===== src/rtl/core/lwfs_pkg.sv =====
// ----------------------------------------------------------------------------
// lwfs_pkg
// Shared types and constants for the forward lifting wavelet step.
// ----------------------------------------------------------------------------
package lwfs_pkg;

    localparam int SAMPLE_W            = 16;
    localparam int SAMPLE_BITS_DEFAULT = 16;
    localparam int COEF_W              = 24;
    localparam int COEF_MAX            = 8388607;
    localparam int COEF_MIN            = -8388608;
    localparam int FLUSH_PAIRS         = 4;
    localparam int FLUSH_CNT_W         = $clog2(FLUSH_PAIRS + 1);

    typedef struct packed {
        logic signed [SAMPLE_W-1:0] sample;
        logic                       final_sample;
    } sample_req_t;

    typedef struct packed {
        logic signed [COEF_W-1:0] approx;
        logic signed [COEF_W-1:0] detail;
        logic                     final_pair;
    } coef_req_t;

    typedef struct packed {
        logic valid;
        logic fin;
    } pair_ctrl_t;

endpackage


===== src/rtl/core/lifting_wavelet_forward_step.sv =====
// ----------------------------------------------------------------------------
// lifting_wavelet_forward_step
// Forward lifting wavelet step: 4-tap predict, 2-tap update, 6 fraction bits.
//
//   channel  signals                                  moves
//   -------  ---------------------------------------  ------------------------
//   sample   sample_valid / sample_ready / sample_data one sample per request
//   coef     coef_valid / coef_ready / coef_data       one coefficient pair
//
// One sample is taken per cycle while sample_ready is high. An odd sample (or
// an even final sample) completes a pair in the input register; once no flush
// runs and the output register is free, the datapath produces one pair into
// it. A final sample adds four flush pairs, one per cycle unless coef stalls;
// meanwhile the samples of the next pair can be taken, and that pair waits in
// the input register until the flush ends. Reset clears all history; a
// stalled coef channel stalls the datapath and then the sample channel.
// ----------------------------------------------------------------------------
module lifting_wavelet_forward_step #(
    parameter int SAMPLE_BITS = lwfs_pkg::SAMPLE_BITS_DEFAULT
) (
    input  logic                  clk,
    input  logic                  rst_n,
    input  logic                  sample_valid,
    output logic                  sample_ready,
    input  lwfs_pkg::sample_req_t sample_data,
    output logic                  coef_valid,
    input  logic                  coef_ready,
    output lwfs_pkg::coef_req_t   coef_data
);
    import lwfs_pkg::*;

    logic [SAMPLE_BITS-1:0]        raw;
    logic signed [SAMPLE_BITS-1:0] s_val;
    logic                          accept;
    logic                          load;
    logic                          pair_take;
    pair_ctrl_t                    pair_ctrl;

    logic                          phase_odd_reg, phase_odd_next;
    logic signed [SAMPLE_BITS-1:0] held_even_reg, held_even_next;
    logic                          s1_valid_reg, s1_valid_next;
    logic                          s1_fin_reg, s1_fin_next;
    logic signed [SAMPLE_BITS-1:0] s1_even_reg, s1_even_next;
    logic signed [SAMPLE_BITS-1:0] s1_odd_reg, s1_odd_next;

    if (SAMPLE_BITS <= SAMPLE_W)
    begin : g_trunc
        assign raw = sample_data.sample[SAMPLE_BITS-1:0];
    end
    else
    begin : g_ext
        assign raw = {{(SAMPLE_BITS - SAMPLE_W){1'b0}}, sample_data.sample};
    end

    assign s_val        = signed'(raw);
    assign sample_ready = !s1_valid_reg || pair_take;
    assign accept       = sample_valid && sample_ready;
    assign load         = accept && (phase_odd_reg || sample_data.final_sample);

    always_comb
    begin
        phase_odd_next = phase_odd_reg;
        held_even_next = held_even_reg;
        s1_valid_next  = s1_valid_reg && !pair_take;
        s1_fin_next    = s1_fin_reg;
        s1_even_next   = s1_even_reg;
        s1_odd_next    = s1_odd_reg;
        if (accept && !load)
        begin
            held_even_next = s_val;
            phase_odd_next = 1'b1;
        end
        if (load)
        begin
            s1_valid_next  = 1'b1;
            s1_fin_next    = sample_data.final_sample;
            s1_even_next   = phase_odd_reg ? held_even_reg : s_val;
            s1_odd_next    = phase_odd_reg ? s_val : '0;
            phase_odd_next = 1'b0;
        end
    end

    always_ff @(posedge clk or negedge rst_n)
    begin
        if (!rst_n)
        begin
            phase_odd_reg <= 1'b0;
            s1_valid_reg  <= 1'b0;
        end
        else
        begin
            phase_odd_reg <= phase_odd_next;
            s1_valid_reg  <= s1_valid_next;
        end
    end

    always_ff @(posedge clk)
    begin
        held_even_reg <= held_even_next;
        s1_fin_reg    <= s1_fin_next;
        s1_even_reg   <= s1_even_next;
        s1_odd_reg    <= s1_odd_next;
    end

    assign pair_ctrl.valid = s1_valid_reg;
    assign pair_ctrl.fin   = s1_fin_reg;

    lwfs_lift_core #(
        .SAMPLE_BITS (SAMPLE_BITS)
    ) u_lift_core (
        .clk        (clk),
        .rst_n      (rst_n),
        .pair_ctrl  (pair_ctrl),
        .pair_even  (s1_even_reg),
        .pair_odd   (s1_odd_reg),
        .pair_take  (pair_take),
        .coef_valid (coef_valid),
        .coef_ready (coef_ready),
        .coef_data  (coef_data)
    );

endmodule


===== src/rtl/core/lwfs_lift_core.sv =====
// ----------------------------------------------------------------------------
// lwfs_lift_core
// Predict/update datapath with sample history, flush sequencing and the
// registered coefficient output.
// ----------------------------------------------------------------------------
module lwfs_lift_core #(
    parameter int SAMPLE_BITS = lwfs_pkg::SAMPLE_BITS_DEFAULT
) (
    input  logic                          clk,
    input  logic                          rst_n,
    input  lwfs_pkg::pair_ctrl_t          pair_ctrl,
    input  logic signed [SAMPLE_BITS-1:0] pair_even,
    input  logic signed [SAMPLE_BITS-1:0] pair_odd,
    output logic                          pair_take,
    output logic                          coef_valid,
    input  logic                          coef_ready,
    output lwfs_pkg::coef_req_t           coef_data
);
    import lwfs_pkg::*;

    localparam int DW = SAMPLE_BITS + 6;
    localparam int RW = SAMPLE_BITS + 8;
    localparam int SW = (RW > COEF_W) ? RW : COEF_W;
    localparam logic [FLUSH_CNT_W-1:0] FLUSH_LOAD = FLUSH_CNT_W'(FLUSH_PAIRS);
    localparam logic [FLUSH_CNT_W-1:0] FLUSH_LAST = FLUSH_CNT_W'(1);

    logic signed [SW-1:0] sat_max;
    logic signed [SW-1:0] sat_min;

    logic signed [SAMPLE_BITS-1:0] eh0_reg, eh1_reg, eh2_reg;
    logic signed [SAMPLE_BITS-1:0] oh0_reg, oh1_reg;
    logic signed [DW-1:0]          prev_reg;
    logic [FLUSH_CNT_W-1:0]        flush_cnt_reg;
    logic                          coef_valid_reg;
    coef_req_t                     coef_data_reg;

    logic signed [SAMPLE_BITS-1:0] eh0_next, eh1_next, eh2_next;
    logic signed [SAMPLE_BITS-1:0] oh0_next, oh1_next;
    logic signed [DW-1:0]          prev_next;
    logic [FLUSH_CNT_W-1:0]        flush_cnt_next;
    logic                          coef_valid_next;
    coef_req_t                     coef_data_next;

    logic                          flushing;
    logic                          out_free;
    logic                          step;
    logic signed [SAMPLE_BITS-1:0] op_even;
    logic signed [SAMPLE_BITS-1:0] op_odd;
    logic signed [DW-1:0]          pair_sum;
    logic signed [DW-1:0]          dq;
    logic signed [RW-1:0]          approx_full;
    logic signed [RW-1:0]          detail_full;

    function automatic logic signed [COEF_W-1:0] sat_coef(input logic signed [SW-1:0] v);
        logic signed [SW-1:0] r;
        r = v;
        if (v > sat_max)
        begin
            r = sat_max;
        end
        else if (v < sat_min)
        begin
            r = sat_min;
        end
        return r[COEF_W-1:0];
    endfunction

    assign sat_max = SW'(COEF_MAX);
    assign sat_min = SW'(COEF_MIN);

    assign flushing  = (flush_cnt_reg != '0);
    assign out_free  = !coef_valid_reg || coef_ready;
    assign pair_take = pair_ctrl.valid && !flushing && out_free;
    assign step      = pair_take || (flushing && out_free);
    assign op_even   = flushing ? '0 : pair_even;
    assign op_odd    = flushing ? '0 : pair_odd;

    // D in 1/16 units, A' in 1/64 units
    assign pair_sum    = DW'(eh1_reg) + DW'(eh0_reg);
    assign dq          = (DW'(oh1_reg) <<< 4) - ((pair_sum <<< 3) + pair_sum)
                         + DW'(eh2_reg) + DW'(op_even);
    assign approx_full = (RW'(eh1_reg) <<< 6) + RW'(prev_reg) + RW'(dq);
    assign detail_full = RW'(prev_reg) <<< 2;

    always_comb
    begin
        eh0_next        = eh0_reg;
        eh1_next        = eh1_reg;
        eh2_next        = eh2_reg;
        oh0_next        = oh0_reg;
        oh1_next        = oh1_reg;
        prev_next       = prev_reg;
        flush_cnt_next  = flush_cnt_reg;
        coef_valid_next = coef_valid_reg && !coef_ready;
        coef_data_next  = coef_data_reg;
        if (step)
        begin
            eh2_next        = eh1_reg;
            eh1_next        = eh0_reg;
            eh0_next        = op_even;
            oh1_next        = oh0_reg;
            oh0_next        = op_odd;
            prev_next       = dq;
            coef_valid_next = 1'b1;
            coef_data_next.approx     = sat_coef(SW'(approx_full));
            coef_data_next.detail     = sat_coef(SW'(detail_full));
            coef_data_next.final_pair = flushing && (flush_cnt_reg == FLUSH_LAST);
            if (pair_take && pair_ctrl.fin)
            begin
                flush_cnt_next = FLUSH_LOAD;
            end
            if (flushing)
            begin
                flush_cnt_next = flush_cnt_reg - FLUSH_LAST;
                if (flush_cnt_reg == FLUSH_LAST)
                begin
                    eh0_next  = '0;
                    eh1_next  = '0;
                    eh2_next  = '0;
                    oh0_next  = '0;
                    oh1_next  = '0;
                    prev_next = '0;
                end
            end
        end
    end

    always_ff @(posedge clk or negedge rst_n)
    begin
        if (!rst_n)
        begin
            eh0_reg        <= '0;
            eh1_reg        <= '0;
            eh2_reg        <= '0;
            oh0_reg        <= '0;
            oh1_reg        <= '0;
            prev_reg       <= '0;
            flush_cnt_reg  <= '0;
            coef_valid_reg <= 1'b0;
        end
        else
        begin
            eh0_reg        <= eh0_next;
            eh1_reg        <= eh1_next;
            eh2_reg        <= eh2_next;
            oh0_reg        <= oh0_next;
            oh1_reg        <= oh1_next;
            prev_reg       <= prev_next;
            flush_cnt_reg  <= flush_cnt_next;
            coef_valid_reg <= coef_valid_next;
        end
    end

    always_ff @(posedge clk)
    begin
        coef_data_reg <= coef_data_next;
    end

    assign coef_valid = coef_valid_reg;
    assign coef_data  = coef_data_reg;

endmodule

===== config.mk =====
export PLATFORM = sky130hd
export DESIGN_NAME = lifting_wavelet_forward_step
export DESIGN_NICKNAME = d
export VERILOG_FILES = /design/src/rtl/core/lwfs_pkg.sv /design/src/rtl/core/lifting_wavelet_forward_step.sv /design/src/rtl/core/lwfs_lift_core.sv
export SDC_FILE = /design/constraint.sdc
export NUM_CORES = 1
export LEC_CHECK = 0
export BUFFER_PORTS_ARGS = -buffer_cell sky130_fd_sc_hd__buf_2
export CAP_MARGIN = 5
export CORE_MARGIN = 4
export CORE_UTILIZATION = 64
export CTS_BUF_LIST = sky130_fd_sc_hd__clkbuf_4
export CTS_CLUSTER_DIAMETER = 50
export DETAILED_ROUTE_END_ITERATION = 8
export PLACE_DENSITY = 0.81
export SYNTH_ARGS = -nofsm -noshare
export SYNTH_HDL_FRONTEND = slang
export SYNTH_SLANG_ARGS = --single-unit

===== constraint.sdc =====
create_clock -name clk -period 8.9 [get_ports clk]
set_clock_uncertainty 0.05 [all_clocks]
set_input_delay 2.67 -clock clk [delete_from_list [all_inputs] [get_ports clk]]
set_output_delay 2.67 -clock clk [all_outputs]
set_load 0.05 [all_outputs]

* Word-level counts from Yosys, hierarchy flattened
Index checks and enable logic that the tools add are counted.
** Storage, ports and cells
- Register bits after elaboration :: 206
- Input port bits :: 21
- Word-level logic and storage cells :: 77
** Cells by class
- Add/subtract/negate cells :: 8
- $lt $le $gt $ge :: 4
- Equality and inequality tests :: 1
- Muxes and demuxes :: 23
- Reduce and logical (&&, ||, !) cells :: 24
** Operator list (count)
- two-way mux 16 bit :: 13
- greater-than comparator 24 bit, second input constant :: 2
- less-than comparator 24 bit, second input constant :: 2
- two-way mux 24 bit :: 2
- adder 22 x 16 -> 22 bit :: 2
- two-way mux 22 bit :: 2
- adder 23 x 22 -> 24 bit :: 1
- adder 22 x 22 -> 23 bit :: 1
- adder 22 bit :: 1
- subtractor 20 x 22 -> 22 bit :: 1
- adder 16 x 16 -> 17 bit :: 1
- logical AND 1 bit :: 10
- zero test 1 bit :: 6
- two-way mux 3 bit :: 2
- logical OR 1 bit :: 4
- two-way mux 1 bit :: 4
- nonzero test 2 bit :: 2
- equality test 3 x 1 -> 1 bit, second input constant :: 1
- nonzero test 3 bit :: 1
- subtractor 3 x 1 -> 3 bit, second input constant :: 1
- AND reduction 2 bit :: 1

* Depth between registers and ports, before layout
Gate-level depths: netlist (run 1).
- Depth in word-level cells :: 11
- Gate-level depth with buffers :: 36
- Mapped depth without buffers :: 36

* Cells and area by module
A second synthesis (run 1) with hierarchy kept.
** Unflattened totals
- Cells, all modules :: 1120
- Area, all modules :: 12448.2 um2
** By module, submodules not included
- lwfs_lift_core :: times used 1, cells an instance 1025, area each 10508.8 um2, seq. area each 4063.9 um2
- lifting_wavelet_forward_step :: times used 1, cells an instance 95, area each 1939.4 um2, seq. area each 1521.5 um2

* Worst setup path before layout (run 1)
OpenSTA, ideal clock, no wires.
- Kind :: register to register
- Start :: register u_lift_core.eh1_reg[1]
- End :: register u_lift_core.coef_data_reg, in the netlist u_lift_core.coef_data[46], data pin
- Library setup time :: 0.258 ns
- Arrival :: 6.841 ns
- Slack :: 1.751 ns
- Stages on the path, launching flop included :: 34
- Buffers on the path :: 0
- Path through :: dfrtp_1 ha_1 a21o_1 a21oi_1 o21ai_1 a211o_1 a31oi_1 o21bai_1 a21oi_1 xnor2_1 fa_1 inv_1 fa_1 inv_1 fa_1 inv_1 ha_1 and2_1 o2111ai_1 a31oi_1 a2111oi_2 o21ai_0 xnor2_1 fa_1 inv_1 ha_1 a21oi_1 nor2b_1 o21ai_0 nand2b_1 a21oi_1 o21ai_0 a31oi_1 xnor2_1
** On the way
- Longest elaborated chain between the ends :: 8
- Elaborated cells on any way between the ends :: 10
- Classes of those cells :: 7 x add/sub; 2 x order compare; 1 x mux
** Ends and longest elaborated chain
- start: declaration :: line lwfs_lift_core.sv:30 : logic signed [SAMPLE_BITS-1:0] eh0_reg, eh1_reg, eh2_reg;
- start signal: assignment :: line lwfs_lift_core.sv:144 : eh1_reg <= eh1_next;
- adder 16 x 16 -> 17 bit :: line lwfs_lift_core.sv:79 : assign pair_sum = DW'(eh1_reg) + DW'(eh0_reg);
- adder 22 bit :: line lwfs_lift_core.sv:80 : assign dq = (DW'(oh1_reg) <<< 4) - ((pair_sum <<< 3) + pair_sum)
- subtractor 20 x 22 -> 22 bit :: line lwfs_lift_core.sv:80
- adder 22 x 16 -> 22 bit (2 in series) :: line lwfs_lift_core.sv:81 : + DW'(eh2_reg) + DW'(op_even);
- adder 23 x 22 -> 24 bit * :: line lwfs_lift_core.sv:82 : assign approx_full = (RW'(eh1_reg) <<< 6) + RW'(prev_reg) + RW'(dq);
- less-than comparator 24 bit :: line lwfs_lift_core.sv:61 : else if (v < sat_min)
- two-way mux 24 bit :: line lwfs_lift_core.sv:61
- end signal: assignment :: line lwfs_lift_core.sv:156 : coef_data_reg <= coef_data_next;
- end: declaration :: line lwfs_lift_core.sv:35 : coef_req_t coef_data_reg;
Mark *: on every way between the ends. The rest lies on a longest branch, timed or not.
A chain may end at the register's enable or synchronous reset.

* Worst setup path after layout (run 1)
- Start :: register u_lift_core.eh0_reg[0]
- End :: register u_lift_core.coef_data_reg, in the netlist u_lift_core.coef_data[46], data pin
** On the way
- Longest elaborated chain between the ends :: 8
- Elaborated cells on any way between the ends :: 9
- Classes of those cells :: 6 x add/sub; 2 x order compare; 1 x mux
** Ends and longest elaborated chain
- start: declaration :: line lwfs_lift_core.sv:30
- start signal: assignment :: line lwfs_lift_core.sv:143 : eh0_reg <= eh0_next;
- adder 16 x 16 -> 17 bit * :: line lwfs_lift_core.sv:79
- adder 22 bit * :: line lwfs_lift_core.sv:80
- subtractor 20 x 22 -> 22 bit * :: line lwfs_lift_core.sv:80
- adder 22 x 16 -> 22 bit * (2 in series) :: line lwfs_lift_core.sv:81
- adder 23 x 22 -> 24 bit * :: line lwfs_lift_core.sv:82
- less-than comparator 24 bit :: line lwfs_lift_core.sv:61
- two-way mux 24 bit :: line lwfs_lift_core.sv:61
Marks and branches as above.

==> flow_summary.yaml, run 1 <==
outcome:
  status: "finished clean"
worst_setup_path:
  cpPeakStageDelay_ps: 560
  regToRegSetupSlack_ps: 900
  cp.arrival_ps: 8350
  end_kind: "flop"
  critPathCapture: "u_lift_core.coef_data[46]"
  critPathLaunch: "u_lift_core.eh0_reg[0]"
  slowest_stage: "a2111oi_2"
  r2r_end: "u_lift_core.coef_data[46]"
  timing.rr.start: "u_lift_core.eh0_reg[0]"
  cp_max_fo: 8
  worst-path-buf-inv: 5
  worstRegToRegCells: 35
  setup.worst_path.class: "flop to flop"
  required_ps: 9240
  crit_cells: 35
  crit_family: "adder cells"
  critPathLaunchType: "flop"
timing:
  worst_pin_slew_ps: 1031
  finalSetupViolCount: 0
  tns_ps: 0
  relSlewSlack: 0.3126
  fin_crit_sh: 0.8994
  maxSlewViolCount: 0
  hold_violations: 0
  fmax_mhz: 124.9
  rsz0062_at_grt: "false"
  layout_min_cycle_time_ps: 8004
route:
  route.detailed.wl_per_inst_um: 15.29
  vias: 7854
  drc: 0
  postRouteAntennaNets: 0
  via_per_inst: 5.473
  dr.pass1.iters: 5
  finalWirelength_um: 21950
  drtIter0Drc: 567
clock_tree:
  h-tree-depth: 2
  cts_root_buf: "clkbuf_4"
  cts_setup_buffers: 0
  clk_latency_ps: 660
  clockBufferDepth: 3
  cts_sinks: 204
  cts_tree: "done"
  cts.clk_slew.worst_paths_ps: 60
  cts_buffers: 53
  cts_resized: 0
  cts_hold_buf: 0
yosys:
  netlist_area_um2: 11930
  synth-seq-area-share: 0.4684
  synth_edf_count: 96
  postSynthAreaPerCell_um2: 11.24
  yosys.area_share.adder: 0.1943
  synth_mux_area_frac: 0.01700
  ys_top_cells_by_area: "edfxtp_1 24%, dfrtp_1 23%, fa_1 12%, ha_1 7.3%, inv_1 6.6%"
  synth_commonest_cells: "209 x inv_1, 108 x dfrtp_1, 96 x edfxtp_1, 72 x fa_1"
  yosys.area_share.simple: 0.07051
  syn_inst: 1061
  synth_top_family_by_area: "adder cells"
  synth_top_area_cell: "edfxtp_1"
  yosys.cell_types.count: 66
  synth_most_common_cell: "inv_1"
  synth-warning-count: 0
  synth_top_flop_cell: "dfrtp_1"
  synth_xor_area_frac: 0.03735
  ys_ff_latch: 204
  synthArstFlopShare: 0.5294
  synth_compound_area_frac: 0.1346
  post-synth-top-area-fraction: 0.2417
placed_design:
  dp_hpwl_um: 16170
  routabilityCongestion: 0.9354
  io_buffers: 69
  place_area_um2: 12520
final_layout:
  drive_above_1_share: 0.1693
  post-route-util: 0.7281
  largest_register_ffs: 47
  final_area_um2: 13210
  nets: 1325
  syn2layout_area_growth_pct: 10.81
floorplanning:
  design.die.area_um2: 20880
  io_pins: 72
  initial_core_util: 0.6571
  die_w_um: 144.5
  coreArea_um2: 18150
  die_h_um: 144.5
  rows: 49
run:
  cap_viol_max_count: 0
global_route:
  grt_pass1_vias: 7993
  antenna_found_initial: 1
  grt_util_all_layers: 0.2216
  grt_pass1_wl_um: 37270
  grt_max_degree: 69
  grt_overflow: 0
worst_hold_path:
  hold_path.class: "flop to flop"
-- metal layers --
metal,GRT usage,routed length (um),up-vias
met3,0.03638,1015,34
met2,0.3611,10300,203
met5,0,0,-
met4,0.06480,386,0
li1,-,-,3826
met1,0.3115,10240,3791
-- layout by cell type (no fill, tap or decap), types with 33 or more instances in the layout --
| cell | instances |
|---|---|
| inv_1 | 208 |
| dfrtp_1 | 108 |
| edfxtp_1 | 96 |
| clkbuf_4 | 83 |
| fa_1 | 72 |
| nand2_1 | 70 |
| ha_1 | 70 |
| buf_2 | 68 |
| a22o_1 | 48 |
| o21ai_0 | 42 |
| a21oi_1 | 34 |
| xnor2_1 | 33 |
-- worst min path at each step --
stage,to,slack [ps],cells after the start,start
final,u_lift_core.coef_data[15],400,0,u_lift_core.prev_reg[12]
after global routing,u_lift_core.coef_data[24],410,0,u_lift_core.prev_reg[21]
after CTS,u_lift_core.coef_data[14],400,0,u_lift_core.prev_reg[11]
after detailed placement,u_lift_core.coef_data[15],380,0,u_lift_core.prev_reg[12]
after global placement,u_lift_core.coef_data[24],380,0,u_lift_core.prev_reg[21]
after floorplan,u_lift_core.coef_data[10],370,0,u_lift_core.prev_reg[7]
-- through the flow --
step	setup slack [ps]	hold slack (ps)	std cells
5_1_grt	190.5	411.5	1435
3_3_place_gp	1366	378.9	1336
3_5_place_dp	1109	382.0	1336
6_report	895.6	401.1	1435
2_1_floorplan	1751	374.9	1062
4_1_cts	1030	402.6	1434
-- cell families after synthesis --
group / after synthesis
xor+xnor: 50
compound gates: 230
flops: 204
simple gates: 173
fa+ha+maj: 142
buf+inv: 243
other cells: 1
mux: 18
-- final cells by class --
cell class                 instances  area, um2
timing repair buffer              79      422.9
inverter                         209      785.8
antenna                            1      2.502
clock inverter                    15      65.06
tap                              229      286.5
clock buffer                      83      623.1
multi-input combinational        615       5443
fill                            1304       4933
sequential                       204       5585
Power of run 1 is not shown: default switching activity piles up to over one toggle a cycle in this logic, so the estimate is an artifact.
==> run 2, diff against run 1 <==
- ABC_AREA: not set -> 1
==> flow_summary.yaml, run 2 <==
floorplanning:
  design.die.area_um2: 22370
  io_pins: 72
  coreArea_um2: 19590
  rows: 51
  initial_core_util: 0.6549
  die_w_um: 149.6
  die_h_um: 149.6
final_layout:
  largest_register_ffs: 47
  nFillCells: 1530
  final_common_cell: "nand2_1"
  syn2layout_area_growth_pct: 10.52
  nets: 1725
  drive_above_1_share: 0.1089
  final_cell_mix: "393 x nand2_1, 312 x inv_1, 108 x dfrtp_1"
global_route:
  grt_max_degree: 70
  grt_overflow: 0
  grt_pass1_vias: 9993
  grt_util_all_layers: 0.2684
  antenna_found_initial: 1
  grt_pass1_wl_um: 47520
clock_tree:
  cts_tree: "done"
  cts_hold_buf: 0
  cts_resized: 0
  h-tree-depth: 2
  clockBufferDepth: 3
  cts_root_buf: "clkbuf_4"
  cts_buffers: 53
  cts_setup_buffers: 0
  clk_latency_ps: 690
  cts.clk_slew.worst_paths_ps: 70
  cts_sinks: 204
route:
  route.detailed.wl_per_inst_um: 15.32
  via_per_inst: 5.186
  dr.pass1.iters: 5
  postRouteAntennaNets: 0
  drc: 0
  vias: 9714
  finalWirelength_um: 28690
  drtIter0Drc: 367
yosys:
  synth_edf_count: 96
  synth-warning-count: 0
  postSynthAreaPerCell_um2: 8.787
  ys_top_cells_by_area: "edfxtp_1 22%, dfrtp_1 21%, nand2_1 11%, fa_1 11%, inv_1 9.1%"
  synth_top_area_cell: "edfxtp_1"
  synth_commonest_cells: "393 x nand2_1, 312 x inv_1, 108 x dfrtp_1, 96 x edfxtp_1, 72 x fa_1"
  post-synth-top-area-fraction: 0.2247
  netlist_area_um2: 12830
  ys_ff_latch: 204
  synthArstFlopShare: 0.5294
  yosys.cell_types.count: 40
  synth-seq-area-share: 0.4354
  synth_most_common_cell: "nand2_1"
  synth_top_flop_cell: "dfrtp_1"
  syn_inst: 1460
timing:
  relSlewSlack: 0.3368
  layout_min_cycle_time_ps: 7117
  worst_pin_slew_ps: 993.6
  rsz0062_at_grt: "false"
  tns_ps: 0
  finalSetupViolCount: 0
  hold_violations: 0
  fmax_mhz: 140.5
  fin_crit_sh: 0.7996
  maxSlewViolCount: 0
  whs_ps: 412.4
  post-route-worst-setup-slack_ps: 1783
worst_setup_path:
  crit_family: "adder cells"
  cpPeakStageDelay_ps: 520
  slowest_stage: "fa_1"
  worstRegToRegCells: 34
  end_kind: "flop"
  crit_top_cell: "nand2_1"
  setup.worst_path.class: "flop to flop"
  crit_cells: 34
  critPathLaunchType: "flop"
  required_ps: 9290
  cp.arrival_ps: 7500
  worst-path-buf-inv: 7
  cp_max_fo: 5
placed_design:
  io_buffers: 69
  dp_hpwl_um: 22230
  routabilityCongestion: 0.8988
  pre_cts_slack_ps: 1911
outcome:
  status: "finished clean"
run:
  cap_viol_max_count: 0
worst_hold_path:
  hold_path.class: "flop to flop"
  holdPathStages: 0
run 2: cell count changes after synthesis, moves of 27 or more:
cell,before,now
o21ai_1,4,55
nand3_1,6,53
a22o_1,48,4
nand2_1,70,393
inv_1,209,312
nor2_1,28,55
run 2: routing by layer:
layer | wire length, um | track usage | up-vias
li1 | - | - | 4810
met1 | 11950 | 0.3352 | 4541
met2 | 14080 | 0.4645 | 274
met3 | 1387 | 0.04119 | 89
met4 | 1266 | 0.1208 | 0
met5 | 0 | 0 | -
run 2: cells by family after synthesis:
group / Yosys count / synth area share
compound gates: 189 / 0.08027
xor+xnor: 36 / 0.02458
fa+ha+maj: 142 / 0.1806
buf+inv: 348 / 0.1069
flops: 204 / 0.4354
other cells: 1 / 0.0002923
simple gates: 540 / 0.1719
run 2: final timing paths:
| check | from | endpoint | slack [ps] |
|---|---|---|---|
| min in group asynchronous | rst_n | u_lift_core.oh0_reg[5] | 2010 |
| worst min register to register | u_lift_core.prev_reg[6] | u_lift_core.coef_data[9] | 410 |
| worst max-delay path | u_lift_core.eh0_reg[0] | u_lift_core.coef_data[43] | 1780 |
| worst min-delay path | u_lift_core.prev_reg[6] | u_lift_core.coef_data[9] | 410 |
| worst max register to register | u_lift_core.eh0_reg[0] | u_lift_core.coef_data[43] | 1780 |
| max in group asynchronous | rst_n | u_lift_core.eh2_reg[14] | 5600 |
run 2: per-stage QoR:
stage,instances,cell area [um2],util
finish,1873,14180,0.7238
global placement,1772,13390,0.6837
floorplan,1461,12830,-
detailed placement,1772,13390,0.6837
CTS,1872,14180,0.7236
global route,1873,14180,0.7238
run 2: worst register-to-register path: cells and delay by family (launching register included):
| family | cells | cell delay [ps] |
|---|---|---|
| fa+ha+maj | 8 | 3290 |
| simple gates | 16 | 2260 |
| buf+inv | 7 | 420 |
| flops | 1 | 370 |
| compound gates | 2 | 280 |
| xor+xnor | 1 | 180 |
run 2: layout make-up:
cell class / count / area, um2 / share of cell area
flip-flops and latches: 204 / 5585 / 0.3939
clock buffers: 79 / 593.1 / 0.04183
well taps: 265 / 331.6 / 0.02339
inverters: 318 / 1197 / 0.08445
repair buffers: 76 / 400.4 / 0.02824
clock inverters: 21 / 190.2 / 0.01341
multi-input cells: 909 / 5878 / 0.4146
diodes: 1 / 2.502 / 0.0001765
Power of run 2 is left out for the same reason.
==> run 3, diff against run 2 <==
- clock period: 8.9 -> 7.4 ns (I/O delays scaled with it)
==> flow_summary.yaml, run 3 (same netlist as run 2, synthesis figures left out) <==
outcome:
  status: "finished clean"
worst_setup_path:
  end_kind: "flop"
  setup.worst_path.class: "flop to flop"
  slowest_stage: "fa_1"
  cp_max_fo: 4
  required_ps: 7760
  cpPeakStageDelay_ps: 530
  cp.arrival_ps: 7270
  critPathLaunchType: "flop"
final_layout:
  nets: 1727
  post-route-util: 0.7243
  final_cell_mix: "392 x nand2_1, 312 x inv_1, 108 x dfrtp_1"
  final_common_cell: "nand2_1"
  largest_register_ffs: 47
  syn2layout_area_growth_pct: 10.60
  drive_above_1_share: 0.1196
  final_cells: 1871
floorplanning:
  coreArea_um2: 19590
  die_h_um: 149.6
  rows: 51
  initial_core_util: 0.6549
  design.die.area_um2: 22370
  die_w_um: 149.6
  io_pins: 72
route:
  wl_met2_um: 14370
  top_layer: "met4"
  route.detailed.wl_per_inst_um: 15.27
  via_per_inst: 5.189
  postRouteAntennaNets: 0
  finalWirelength_um: 28570
  vias: 9708
  wl_met1_um: 11960
  drc: 0
  dr_wl_met3_um: 1201
  dr.pass1.iters: 5
  drtIter0Drc: 604
global_route:
  grt_pass1_vias: 10050
  grt_max_degree: 75
  antenna_found_initial: 1
  grt_overflow: 0
  grt_util_all_layers: 0.2708
  grt_pass1_wl_um: 48210
timing:
  rsz0062_at_grt: "true"
  post-route-worst-setup-slack_ps: 485.8
  relSlewSlack: 0.3372
  finalSetupViolCount: 0
  fmax_mhz: 144.6
  maxSlewViolCount: 0
  hold_violations: 0
  worst_pin_slew_ps: 994.2
  fin_crit_sh: 0.9343
  whs_ps: 400.8
  layout_min_cycle_time_ps: 6914
clock_tree:
  clk_latency_ps: 660
  h-tree-depth: 2
  cts_root_buf: "clkbuf_4"
  clockBufferDepth: 3
  cts_hold_buf: 0
  cts.clk_slew.worst_paths_ps: 70
  cts_resized: 0
  cts_tree: "done"
  cts_sinks: 204
  cts_buffers: 52
  cts_setup_buffers: 0
placed_design:
  routabilityCongestion: 0.9212
  place_inst: 1775
  io_buffers: 69
  dp_hpwl_um: 22070
  pre_cts_slack_ps: 332.2
run:
  cap_viol_max_count: 0
worst_hold_path:
  hold_path.class: "flop to flop"
==> run 3: changes by cell type in the layout (fill, tap and decap cells not counted), sizes merged <==
cell,change
inv,-2
clkbuf,+1
clkinv,-2
buf,+3
bufinv,-2
==> run 3: layout make-up <==
type	instances	area [um2]
sequential	204	5585
fill	1528	5401
inverter	318	1197
multi-input combinational	909	5926
antenna	1	2.502
clock inverter	15	122.6
tap	265	331.6
clock buffer	80	600.6
timing repair buffer	79	422.9
==> run 3: worst max-delay path, delay by kind of cell, from the launching register on <==
kind            cells  cell delay [ps]
buf+inv             8              490
compound gates      3              580
flops               1              360
xor+xnor            1              180
fa+ha+maj           8             3280
simple gates       14             1700
==> run 3: final timing paths <==
kind	cells after the start	start	slack, ps	end
worst max register to register	34	u_lift_core.eh0_reg[0]	490	u_lift_core.coef_data[45]
worst min register to register	2	s1_odd_reg[15]	400	u_lift_core.oh0_reg[15]
worst min-delay path	2	s1_odd_reg[15]	400	u_lift_core.oh0_reg[15]
max in group asynchronous	2	rst_n	4550	u_lift_core.eh1_reg[4]
min in group asynchronous	1	rst_n	1610	u_lift_core.eh2_reg[15]
worst max-delay path	34	u_lift_core.eh0_reg[0]	490	u_lift_core.coef_data[45]
==> run 3: per-stage QoR <==
step	TNS, ps	area, um2
2_1_floorplan	0	12830
6_report	0	14190
5_1_grt	-18.25	14190
3_3_place_gp	0	13420
3_5_place_dp	0	13420
4_1_cts	0	14140
==> run 3: per-layer routing <==
layer / track usage / vias to the layer above
met2: 0.4887 / 247
met5: 0 / -
met3: 0.04119 / 78
met1: 0.3284 / 4562
met4: 0.1039 / 0
li1: - / 4821
Power of run 3 is left out for the same reason.
